`config.mk`:
```
export PLATFORM = sky130hd
export DESIGN_NAME = keypad_event_generator_flat
export DESIGN_NICKNAME = d
export VERILOG_FILES = /design/src/sv/keg_pkg.sv /design/src/sv/keg_in_if.sv /design/src/sv/keg_out_if.sv /design/src/sv/keg_step.sv /design/src/sv/keypad_event_generator.sv /design/src/flat_wrapper.sv
export SDC_FILE = /design/constraint.sdc
export NUM_CORES = 1
export LEC_CHECK = 0
export BUFFER_PORTS_ARGS = -buffer_cell sky130_fd_sc_hd__buf_2
export CAP_MARGIN = 40
export CORE_MARGIN = 2
export CORE_UTILIZATION = 50
export CTS_CLUSTER_DIAMETER = 100
export DETAILED_ROUTE_END_ITERATION = 10
export HOLD_SLACK_MARGIN = 0.06
export PLACE_DENSITY = 0.69
export RECOVER_POWER = 50
export SLEW_MARGIN = 40
export SYNTH_ARGS = -nofsm -noshare
export SYNTH_HDL_FRONTEND = slang
export SYNTH_SLANG_ARGS = --single-unit
```
`constraint.sdc`:
```
create_clock -name i_clk -period 3.5 [get_ports i_clk]
set_input_delay 0.7 -clock i_clk [delete_from_list [all_inputs] [get_ports i_clk]]
set_output_delay 0.7 -clock i_clk [all_outputs]
set_load 0.01 [all_outputs]
```
`src/sv/keg_pkg.sv`:
```
// Shared types and constants of the keypad event generator.
package keg_pkg;

    typedef enum logic [2:0] {
        EV_KEY_DOWN   = 3'd0,
        EV_KEY_UP     = 3'd1,
        EV_REPEAT     = 3'd2,
        EV_LONG_PRESS = 3'd3,
        EV_IDLE       = 3'd4
    } t_kind;

    typedef struct packed {
        t_kind      kind;
        logic [7:0] key_mask;
        logic       last_event;
    } t_event;

    typedef struct packed {
        logic [7:0]  prev_keys;
        logic [31:0] long_dl;
        logic [31:0] repeat_dl;
        logic [31:0] idle_dl;
    } t_state;

    typedef struct packed {
        logic [15:0] long_press_delay;
        logic [15:0] repeat_delay;
        logic [31:0] idle_delay;
    } t_cfg;

    localparam int ADDR_W = 4;

    localparam logic [1:0] REG_LONG_PRESS = 2'd0;
    localparam logic [1:0] REG_REPEAT     = 2'd1;
    localparam logic [1:0] REG_IDLE       = 2'd2;

    localparam logic [15:0] LONG_PRESS_RST = 16'd1000;
    localparam logic [15:0] REPEAT_RST     = 16'd250;
    localparam logic [31:0] IDLE_RST       = 32'd60000;

endpackage

```
`src/sv/keg_in_if.sv`:
```
// Input channel carrying one key port sample per word.
interface keg_in_if;
    logic        valid;
    logic        ready;
    logic [7:0]  port_raw;
    logic        read_failed;
    logic [31:0] now;

    modport source (output valid, output port_raw, output read_failed, output now,
                    input ready);
    modport sink (input valid, input port_raw, input read_failed, input now,
                  output ready);
endinterface

```
`src/sv/keg_out_if.sv`:
```
// Output channel carrying one key event per word.
interface keg_out_if;
    logic       valid;
    logic       ready;
    logic [2:0] event_kind;
    logic [7:0] key_mask;
    logic       last_event;

    modport source (output valid, output event_kind, output key_mask, output last_event,
                    input ready);
    modport sink (input valid, input event_kind, input key_mask, input last_event,
                  output ready);
endinterface

```
`src/sv/keg_step.sv`:
```
// Event decision and next-state logic for one key port sample.
module keg_step (
    input  logic [7:0]      i_port_raw,
    input  logic            i_read_failed,
    input  logic [31:0]     i_now,
    input  keg_pkg::t_state i_state,
    input  keg_pkg::t_cfg   i_cfg,
    output keg_pkg::t_state o_state,
    output keg_pkg::t_event o_ev0,
    output keg_pkg::t_event o_ev1,
    output logic [1:0]      o_count
);

    logic [7:0]  keys;
    logic [7:0]  added;
    logic [7:0]  gone;
    logic        same;
    logic        idle_hit;
    logic        rep_hit;
    logic        long_hit;
    logic [31:0] long_arm;
    logic [31:0] rep_arm;
    logic [31:0] idle_arm;

    assign keys     = ~i_port_raw;
    assign added    = keys & ~i_state.prev_keys;
    assign gone     = i_state.prev_keys & ~keys;
    assign same     = (keys == i_state.prev_keys);
    assign idle_hit = (i_now >= i_state.idle_dl);
    assign rep_hit  = (i_state.repeat_dl != 32'd0) && (i_now >= i_state.repeat_dl);
    assign long_hit = (i_state.long_dl != 32'd0) && (i_now >= i_state.long_dl);
    assign long_arm = i_now + {16'd0, i_cfg.long_press_delay};
    assign rep_arm  = i_now + {16'd0, i_cfg.repeat_delay};
    assign idle_arm = i_now + i_cfg.idle_delay;

    always_comb begin
        o_state = i_state;
        o_count = 2'd0;
        o_ev0   = '{kind: keg_pkg::EV_IDLE, key_mask: 8'd0, last_event: 1'b1};
        o_ev1   = '{kind: keg_pkg::EV_LONG_PRESS, key_mask: keys, last_event: 1'b1};
        if (i_read_failed) begin
            o_count = 2'd0;
        end else if (same) begin
            if (keys == 8'd0) begin
                if (idle_hit) begin
                    o_count         = 2'd1;
                    o_state.idle_dl = idle_arm;
                end
            end else begin
                if (rep_hit) begin
                    o_state.repeat_dl = rep_arm;
                end
                if (long_hit) begin
                    o_state.long_dl = 32'd0;
                end
                if (rep_hit && long_hit) begin
                    o_count = 2'd2;
                    o_ev0   = '{kind: keg_pkg::EV_REPEAT, key_mask: keys, last_event: 1'b0};
                end else if (rep_hit) begin
                    o_count = 2'd1;
                    o_ev0   = '{kind: keg_pkg::EV_REPEAT, key_mask: keys, last_event: 1'b1};
                end else if (long_hit) begin
                    o_count = 2'd1;
                    o_ev0   = '{kind: keg_pkg::EV_LONG_PRESS, key_mask: keys, last_event: 1'b1};
                end
            end
        end else begin
            o_count           = 2'd1;
            o_state.idle_dl   = idle_arm;
            o_state.prev_keys = keys;
            if ((i_state.prev_keys == 8'd0) || (added != 8'd0)) begin
                o_state.long_dl   = long_arm;
                o_state.repeat_dl = rep_arm;
                o_ev0 = '{kind: keg_pkg::EV_KEY_DOWN, key_mask: keys, last_event: 1'b1};
            end else begin
                o_state.long_dl   = 32'd0;
                o_state.repeat_dl = 32'd0;
                o_ev0 = '{kind: keg_pkg::EV_KEY_UP, key_mask: gone, last_event: 1'b1};
            end
        end
    end

endmodule

```
`src/sv/keypad_event_generator.sv`:
```
// Top level of the keypad event generator with its register port and output stage.
//
// Each input word is one sample of the active-low key port with a read-failed
// flag and a time stamp. The block answers with zero, one or two event words
// (key down, key up, auto repeat, long press, inactivity); the final word of a
// sample carries last_event. A failed read yields no word and changes nothing.
// A sample is captured in an input register and then decided by one level of
// add-and-compare logic that writes the output register, from which the event
// words are driven. A new sample is accepted every cycle while each sample
// yields at most one word and the receiver keeps ready high; a sample that
// yields two words holds the input side while the second word waits in a spare
// register. When the receiver stalls, words stay in the output register and
// the spare register, and the input register fills before ready drops.
// The user must write the delays over the register port only while the block is
// idle; the block itself does not enforce this. Reset clears the key history,
// disarms the long-press and repeat deadlines, zeroes the idle deadline, loads the
// default delays (1000, 250 and 60000 ticks) and empties the input and output stages.
module keypad_event_generator (
    input  logic                       i_clk,
    input  logic                       i_rst_n,
    keg_in_if.sink                     i_in,
    keg_out_if.source                  o_out,
    input  logic                       psel,
    input  logic                       penable,
    input  logic                       pwrite,
    input  logic [keg_pkg::ADDR_W-1:0] paddr,
    input  logic [31:0]                pwdata,
    output logic [31:0]                prdata,
    output logic                       pready
);

    keg_pkg::t_cfg   r_cfg;
    keg_pkg::t_state r_state;
    keg_pkg::t_state n_state;
    keg_pkg::t_event ev0;
    keg_pkg::t_event ev1;
    logic [1:0]      ev_count;

    logic            r_in_valid;
    logic [7:0]      r_port_raw;
    logic            r_read_failed;
    logic [31:0]     r_now;

    logic            r_out_valid;
    keg_pkg::t_event r_out;
    logic            r_spare_valid;
    keg_pkg::t_event r_spare;

    logic            pop;
    logic            proc;
    logic            cfg_wr;

    assign pready = 1'b1;
    assign cfg_wr = psel && penable && pwrite && pready;

    always_ff @(posedge i_clk) begin
        if (!i_rst_n) begin
            r_cfg.long_press_delay <= keg_pkg::LONG_PRESS_RST;
            r_cfg.repeat_delay     <= keg_pkg::REPEAT_RST;
            r_cfg.idle_delay       <= keg_pkg::IDLE_RST;
        end else if (cfg_wr) begin
            unique case (paddr[3:2])
                keg_pkg::REG_LONG_PRESS: r_cfg.long_press_delay <= pwdata[15:0];
                keg_pkg::REG_REPEAT:     r_cfg.repeat_delay     <= pwdata[15:0];
                keg_pkg::REG_IDLE:       r_cfg.idle_delay       <= pwdata;
                default: begin
                end
            endcase
        end
    end

    always_comb begin
        unique case (paddr[3:2])
            keg_pkg::REG_LONG_PRESS: prdata = {16'd0, r_cfg.long_press_delay};
            keg_pkg::REG_REPEAT:     prdata = {16'd0, r_cfg.repeat_delay};
            keg_pkg::REG_IDLE:       prdata = r_cfg.idle_delay;
            default:                 prdata = 32'd0;
        endcase
    end

    assign pop        = r_out_valid && o_out.ready;
    assign proc       = r_in_valid && !r_spare_valid && (!r_out_valid || o_out.ready);
    assign i_in.ready = !r_in_valid || proc;

    always_ff @(posedge i_clk) begin
        if (!i_rst_n) begin
            r_in_valid <= 1'b0;
        end else if (i_in.ready) begin
            r_in_valid <= i_in.valid;
        end
    end

    always_ff @(posedge i_clk) begin
        if (i_in.ready && i_in.valid) begin
            r_port_raw    <= i_in.port_raw;
            r_read_failed <= i_in.read_failed;
            r_now         <= i_in.now;
        end
    end

    keg_step u_step (
        .i_port_raw    (r_port_raw),
        .i_read_failed (r_read_failed),
        .i_now         (r_now),
        .i_state       (r_state),
        .i_cfg         (r_cfg),
        .o_state       (n_state),
        .o_ev0         (ev0),
        .o_ev1         (ev1),
        .o_count       (ev_count)
    );

    always_ff @(posedge i_clk) begin
        if (!i_rst_n) begin
            r_state <= '0;
        end else if (proc) begin
            r_state <= n_state;
        end
    end

    always_ff @(posedge i_clk) begin
        if (!i_rst_n) begin
            r_out_valid   <= 1'b0;
            r_spare_valid <= 1'b0;
        end else if (proc) begin
            r_out_valid   <= (ev_count != 2'd0);
            r_spare_valid <= (ev_count == 2'd2);
        end else if (pop) begin
            r_out_valid   <= r_spare_valid;
            r_spare_valid <= 1'b0;
        end
    end

    always_ff @(posedge i_clk) begin
        if (proc) begin
            r_out   <= ev0;
            r_spare <= ev1;
        end else if (pop) begin
            r_out   <= r_spare;
        end
    end

    assign o_out.valid      = r_out_valid;
    assign o_out.event_kind = r_out.kind;
    assign o_out.key_mask   = r_out.key_mask;
    assign o_out.last_event = r_out.last_event;

endmodule

```
`src/flat_wrapper.sv`:
```
// flat-port wrapper written by rule: the top's interface ports become plain ports
module keypad_event_generator_flat 
  (i_clk, i_rst_n, psel, penable, pwrite, paddr, pwdata, prdata, pready, i_in_valid, i_in_port_raw, i_in_read_failed, i_in_now, i_in_ready, o_out_valid, o_out_event_kind, o_out_key_mask, o_out_last_event, o_out_ready);
  keg_in_if i_in_i ();
  keg_out_if o_out_i ();
  input  logic i_clk;
  input  logic i_rst_n;
  input  logic psel;
  input  logic penable;
  input  logic pwrite;
  input  logic [keg_pkg::ADDR_W-1:0] paddr;
  input  logic [31:0] pwdata;
  output logic [31:0] prdata;
  output logic pready;
  input wire logic [$bits(i_in_i.valid)-1:0] i_in_valid;
  input wire logic [$bits(i_in_i.port_raw)-1:0] i_in_port_raw;
  input wire logic [$bits(i_in_i.read_failed)-1:0] i_in_read_failed;
  input wire logic [$bits(i_in_i.now)-1:0] i_in_now;
  output wire logic [$bits(i_in_i.ready)-1:0] i_in_ready;
  output wire logic [$bits(o_out_i.valid)-1:0] o_out_valid;
  output wire logic [$bits(o_out_i.event_kind)-1:0] o_out_event_kind;
  output wire logic [$bits(o_out_i.key_mask)-1:0] o_out_key_mask;
  output wire logic [$bits(o_out_i.last_event)-1:0] o_out_last_event;
  input wire logic [$bits(o_out_i.ready)-1:0] o_out_ready;
  assign i_in_i.valid = i_in_valid;
  assign i_in_i.port_raw = i_in_port_raw;
  assign i_in_i.read_failed = i_in_read_failed;
  assign i_in_i.now = i_in_now;
  assign i_in_ready = i_in_i.ready;
  assign o_out_valid = o_out_i.valid;
  assign o_out_event_kind = o_out_i.event_kind;
  assign o_out_key_mask = o_out_i.key_mask;
  assign o_out_last_event = o_out_i.last_event;
  assign o_out_i.ready = o_out_ready;
  keypad_event_generator u_core (.i_clk(i_clk), .i_rst_n(i_rst_n), .i_in(i_in_i), .o_out(o_out_i), .psel(psel), .penable(penable), .pwrite(pwrite), .paddr(paddr), .pwdata(pwdata), .prdata(prdata), .pready(pready));
endmodule
```
# After elaboration in Yosys (flattened, before gate mapping)
# Cells that the tools add are included.
dict set report word_totals {
  ramBits 0
  mem_bits_ro 0
  mem_count 0
  latchBits 0
  output_inout_bits 47
  regBits 232
  elab_cells 97
}
dict set report op_classes {
  n_addsub 3
  order_cmp 3
  eq_ne 9
  bitwise_logic 7
  muxes 28
  n_shift 0
  reduce_logical 30
  div_mod_pow 0
  mul 0
}
# cell count
set op_table {}
lappend op_table {{2-to-1 mux 32 bit} 4}
lappend op_table {{2-to-1 mux 64 bit} 2}
lappend op_table {{greater-or-equal comparator 32 bit} 3}
lappend op_table {{2-to-1 mux 12 bit} 8}
lappend op_table {{2-to-1 mux 96 bit} 1}
lappend op_table {{one-hot mux 32 bit (3 select lines)} 1}
lappend op_table {{adder 32 x 16 -> 32 bit} 2}
lappend op_table {{nonzero test 32 bit} 2}
lappend op_table {{adder 32 bit} 1}
lappend op_table {{inverter 8 bit} 3}
lappend op_table {{bitwise AND 8 bit} 2}
lappend op_table {{logical NOT 8 bit} 2}
lappend op_table {{AND reduction 4 bit} 3}
lappend op_table {{2-to-1 mux 10 bit} 1}
lappend op_table {{logical AND 1 bit} 9}
lappend op_table {{== test 8 bit} 1}
lappend op_table {{2-to-1 mux 2 bit} 4}
lappend op_table {{inequality test 2 x 1 -> 1 bit, second input constant} 4}
lappend op_table {{nonzero test 8 bit} 1}
lappend op_table {{2-to-1 mux 1 bit} 7}
lappend op_table {{AND reduction 2 bit} 3}
lappend op_table {{== test 2 bit, second input constant} 2}
lappend op_table {{nonzero test 2 bit} 2}
lappend op_table {{logical NOT 1 bit} 3}
lappend op_table {{other kinds (6)} 9}

# Depth between registers and ports, before layout
dict set report depth {
  ltp_word 10
  depth_mapped 15
  depth_no_buf 15
}

# Modules after synthesis
# Synthesis repeated with hierarchy kept, for this count alone.
dict set report hier_totals {
  cells_unflattened 2043
  area_unflattened_um2 17230.3
}
# module area_per_inst_um2 cells_each n_inst
set modules_own_cells {}
lappend modules_own_cells {keypad_event_generator 9126.3 908 1}
lappend modules_own_cells {keg_step 8104.0 1135 1}

# Least setup slack after synthesis
# Ideal clock, no wire load.
dict set report synth_path {
  path_kind {register to register}
  from {reg u_core.r_now[21]}
  to {reg u_core.r_out, in the netlist u_core.o_out.key_mask[0] (data pin)}
  path_slack_ns 0.507
  setup_ns 0.270
  arrival_time_ns 2.722
  stages_incl_launch_ff 13
  cell_sequence {edfxtp_1 -> ha_1 -> a21o_1 -> a21o_1 -> a21oi_1 -> o21ai_0 -> a211oi_1 -> a21boi_1 -> nor2_1 -> ha_1 -> o21bai_1 -> o311ai_1 -> o21ai_0}
}
dict set report synth_between {
  elab_chain_cells 9
  word_cells_on_any_way 12
  classes_between {order compare: 2; mux: 7; reduce/logical: 3}
}
# element line
set synth_lines {}
lappend synth_lines {{start, declared} keypad_event_generator.sv:42} ;# logic [31:0] r_now;
lappend synth_lines {{start signal, assigned} keypad_event_generator.sv:97} ;# r_now <= i_in.now;
lappend synth_lines {{greater-or-equal comparator 32 bit} keg_step.sv:31} ;# assign long_hit = (i_state.long_dl != 32'd0) && (i_now >= i_state.long_dl);
lappend synth_lines {{logical AND 1 bit} keg_step.sv:31}
lappend synth_lines {{2-to-1 mux 12 bit} keg_step.sv:62} ;# end else if (long_hit) begin
lappend synth_lines {{2-to-1 mux 12 bit} keg_step.sv:59} ;# end else if (rep_hit) begin
lappend synth_lines {{2-to-1 mux 12 bit *} keg_step.sv:56} ;# if (rep_hit && long_hit) begin
lappend synth_lines {{2-to-1 mux 12 bit *} keg_step.sv:44} ;# if (keys == 8'd0) begin
lappend synth_lines {{2-to-1 mux 12 bit *} keg_step.sv:43} ;# end else if (same) begin
lappend synth_lines {{2-to-1 mux 12 bit *} keg_step.sv:41} ;# if (i_read_failed) begin
lappend synth_lines {{2-to-1 mux 12 bit *} keypad_event_generator.sv:135} ;# if (proc) begin
lappend synth_lines {{end signal, assigned} keypad_event_generator.sv:136} ;# r_out <= ev0;
lappend synth_lines {{end signal, assigned} keypad_event_generator.sv:139} ;# r_out <= r_spare;
lappend synth_lines {{end, declared} keypad_event_generator.sv:45} ;# keg_pkg::t_event r_out;
# Mark *: on every way between the ends. The rest lies on a longest branch, timed or not.
# A chain may end at the register's enable or synchronous reset.

# Final worst setup path
dict set report layout_path {
  from {reg u_core.r_now[1]}
  to {reg u_core.r_state[12] (netlist bit)}
}
dict set report layout_between {
  elab_chain_cells 4
  word_cells_on_any_way 7
  classes_between {add/sub: 1; order compare: 1; eq/ne: 1; mux: 3; reduce/logical: 1}
}
# element line
set layout_lines {}
lappend layout_lines {{adder 32 bit} keg_step.sv:34} ;# assign idle_arm = i_now + i_cfg.idle_delay;
lappend layout_lines {{2-to-1 mux 32 bit} keg_step.sv:45} ;# if (idle_hit) begin
lappend layout_lines {{2-to-1 mux 32 bit} keg_step.sv:44}
lappend layout_lines {{2-to-1 mux 96 bit} keg_step.sv:43}
lappend layout_lines {{end signal, assigned} keypad_event_generator.sv:117} ;# r_state <= n_state;
lappend layout_lines {{end, declared} keypad_event_generator.sv:33} ;# keg_pkg::t_state r_state;
# Parallel ways exist; a longest one is shown, timed or not. The select of a mux whose other input is x is not followed.

==> flow_metrics.env <==
export IMPL_ant_nets=0
export IMPL_die_w_um=176
export IMPL_numCtsBuffers=27
export IMPL_min_to="u_core.r_port_raw[2]"
export IMPL_vias_per_cell=5.88
export IMPL_fin_crit_sh_pct=96.3
export IMPL_setup_ws_ns=0.131
export IMPL_synthesis_nets=1948
export IMPL_antenna_cells=0
export IMPL_grt_pass1_vias=12600
export IMPL_max_stage_delay_ns=0.56
export IMPL_synth_edff_count=61
export IMPL_drc=0
export IMPL_end_kind="flip-flop"
export IMPL_setup_worst_path_class="flip-flop to flip-flop"
export IMPL_clock_root_buffer="clkbuf_16"
export IMPL_final_setup_skew_ns=0.0142
export IMPL_syn_to_final_growth_pct=15.3
export IMPL_portBuffers=127
export IMPL_slew_viol_final=0
export IMPL_place_ws_ns=0.0885
export IMPL_cts_tree="done"
export IMPL_synth_avg_cell_area_um2=8.79
export IMPL_grt_use_total_pct=26.1
export IMPL_r2r_start="u_core.r_now[1]"
export IMPL_first_pass_iters=8
export IMPL_rsz0062_at_grt="yes"
export IMPL_worstPathArrival_ns=3.75
export IMPL_ys_warn_count=0
export IMPL_stdcell_count=2239
export IMPL_fin_tns_setup_ns=0
export IMPL_path_max_fanout=28
export IMPL_cp_start_kind="flip-flop"
export IMPL_num_rows=62
export IMPL_fmax_mhz=297
export IMPL_required_ns=3.88
export IMPL_r2r_slack_ns=0.13
export IMPL_grt_pass1_wl_um=65300
export IMPL_clock_latency_ns=0.55
export IMPL_path_clk_slew_ns=0.06
export IMPL_clock_path_buffers=3
export IMPL_synth_seq_cells=232
export IMPL_async_reset_ff_share_pct=0
export IMPL_cp_num_buf_inv=2
export IMPL_setup_viol=0
export IMPL_place_congestion=0.921
export IMPL_antenna_found_initial=0
export IMPL_grt_max_degree=105
export IMPL_period_minus_slack_ns=3.37
export IMPL_nets=2099
export IMPL_slew_headroom_pct=7.30
export IMPL_dr_total_vias=13200
export IMPL_layout_drive_gt1_share_pct=12.9
export IMPL_cts_sinks=232
export IMPL_power_density_nw_per_um2=418
export IMPL_hold_path_cell_count=1
export IMPL_cap_violations=0
export IMPL_finalHoldViolCount=0
export IMPL_wirelength_um=41200
export IMPL_critPathTopFamily="compound AO/OA/AOI/OAI gates"
export IMPL_cpMaxStageDelayCell="edfxtp_1"
export IMPL_overflow=0
export IMPL_tightest_slew_ns=1.39
export IMPL_p_leak_uw=0.00706
export IMPL_min_from="i_in_port_raw[2]"
export IMPL_cts_max_level=1
export IMPL_placed_cell_area_um2=16200
export IMPL_die_area_um2=31000
export IMPL_crit_chain="buf_4 > ha_1 > o21ai_0 > o21a_1 > o21ai_0 > a221o_1 > a31oi_1 > o211ai_1 > a41o_2 > buf_12 > mux2i_1 > nor2_1"
export IMPL_io_pins=131
export IMPL_hold_path_class="primary input to flip-flop"
export IMPL_die_h_um=176
export IMPL_status="finished clean"
export IMPL_core_area_um2=28900
export IMPL_drt_iter0_drc=1090
export IMPL_r2r_end="u_core.r_state[12]"
export IMPL_utilization_pct=59.0
export IMPL_dpl_hpwl_um=31000
export IMPL_syn_area_um2=14800
export IMPL_synth_seq_area_share_pct=35.5
export IMPL_cp_common_cell="o21ai_0"
export IMPL_placed_cells=2187
export IMPL_hold_buffers=0
export IMPL_synth_cells=1683
export IMPL_peakVddDrop_uv=364
export IMPL_synth_top_flop_cell="dfxtp_1"
export IMPL_start_util_pct=51.1
export IMPL_post_drt_wl_per_cell_um=18.4
export IMPL_reg2reg_depth=12
export IMPL_synth_distinct_cells=79
export IMPL_fin_area_um2=17100
flip-flops by register name, indices dropped and copies added, names as in the netlist:
signal	flops
u_core.o_out.valid	1
u_core.r_state	104
u_core.o_out.event_kind	3
u_core.r_in_valid	1
u_core.r_spare	8
u_core.o_out.key_mask	8
u_core.o_out.last_event	1
u_core.r_now	32
u_core.r_spare_valid	1
u_core.r_cfg	64
u_core.r_port_raw	8
u_core.r_read_failed	1
worst register-to-register path: stages (launching register included):
cell	delay [ns]
edfxtp_1	0.56
buf_4	0.22
ha_1	0.26
o21ai_0	0.06
o21a_1	0.17
o21ai_0	0.24
a221o_1	0.26
a31oi_1	0.12
o211ai_1	0.43
a41o_2	0.36
buf_12	0.23
mux2i_1	0.24
nor2_1	0.05
metrics by stage:
stage | hold WS (ns) | total power [µW]
after detailed placement | 0.466 | 4240
after global routing | 0.304 | 7440
final | 0.327 | 7140
after CTS | 0.305 | 7170
after floorplan | 0.448 | 3840
after global placement | 0.463 | 4210
cell families (layout without fill, tap and decap cells):
kind of cell               after synthesis  count (layout)  share of synthesized area [%]
xor gates and xnor gates                72              72                           4.26
adders and majority gates              181             181                           15.5
DFF                                    232             232                           35.5
AOI/OAI and AO/OA                      462             462                           21.4
muxes                                   41              41                           2.77
buffers and inverters                  198             370                           5.16
and+or+nand+nor                        496             496                           15.4
other                                    1               1                         0.0253
layout make-up:
cell class | count | area, µm²
clock buffers | 39 | 761
well taps | 384 | 480
inverters | 133 | 500
multi-input cells | 1253 | 8830
fillers | 2564 | 11900
repair buffers | 187 | 1080
flip-flops and latches | 232 | 5260
clock inverters | 11 | 155
routing by layer:
layer	track usage (%)	up-vias	share of wire (%)
met1	34.7	6297	44
li1	-	6390	-
met2	44.3	392	47
met3	2.71	91	5.0
met5	0	-	0
met4	8.95	0	3.5
placed cells by master (no fill, tap or decap), drive strengths merged, types with 13 or more instances in the layout:
cell    instances
a22o           29
nor2          105
a32o           18
a21oi         137
buf           168
o21ai          80
o211ai         16
o21a           16
nand3          54
nor4           27
a21o           43
nand2         198
inv           133
clkbuf         58
xor2           41
dfxtp         171
a211o          13
edfxtp         61
xnor2          31
nor3           18
ha            178
nand4          30
and2           22
mux2i          41
a211oi         27
synth_stat cells (all sizes together) (29+ instances only):
library cell,n,area [µm²]
nand3,54,270
nor2,105,397
edfxtp,61,1830
clkbuf,54,203
a21oi,137,686
nand2,198,746
a21o,43,323
mux2i,41,410
nand4,30,188
inv,133,499
dfxtp,171,3420
a22o,29,254
ha,178,2230
o21ai,80,404
xnor2,31,272
xor2,41,359
timing repair:
| item | 4_1_cts | 5_1_grt |
|---|---|---|
| buffers inserted | 0 | 2 |
| endpoints found under the setup margin | 0 | 15 |
| resized for setup | 0 | 6 |
| endpoints found under the hold margin | 0 | 0 |
power breakdown:
group | switching (µW) | internal (µW)
logic | 695 | 502
registers | 122 | 2890
clock network | 1140 | 1800
total | 1950 | 5190
worst max-delay path by stage:
stage / end / cells after the start / start / slack [ns]
floorplan: u_core.o_out.key_mask[0] / 12 / u_core.r_now[21] / 0.51
global placement: u_core.o_out.key_mask[2] / 14 / u_core.r_now[0] / 0.14
detailed placement: u_core.o_out.valid / 14 / u_core.r_state[63] / 0.09
CTS: u_core.o_out.valid / 14 / u_core.r_state[63] / 0.05
global route: u_core.o_out.key_mask[2] / 13 / u_core.r_now[25] / -0.03
finish: u_core.r_state[12] / 12 / u_core.r_now[1] / 0.13
Note: power is estimated with default switching activity, not from simulation.
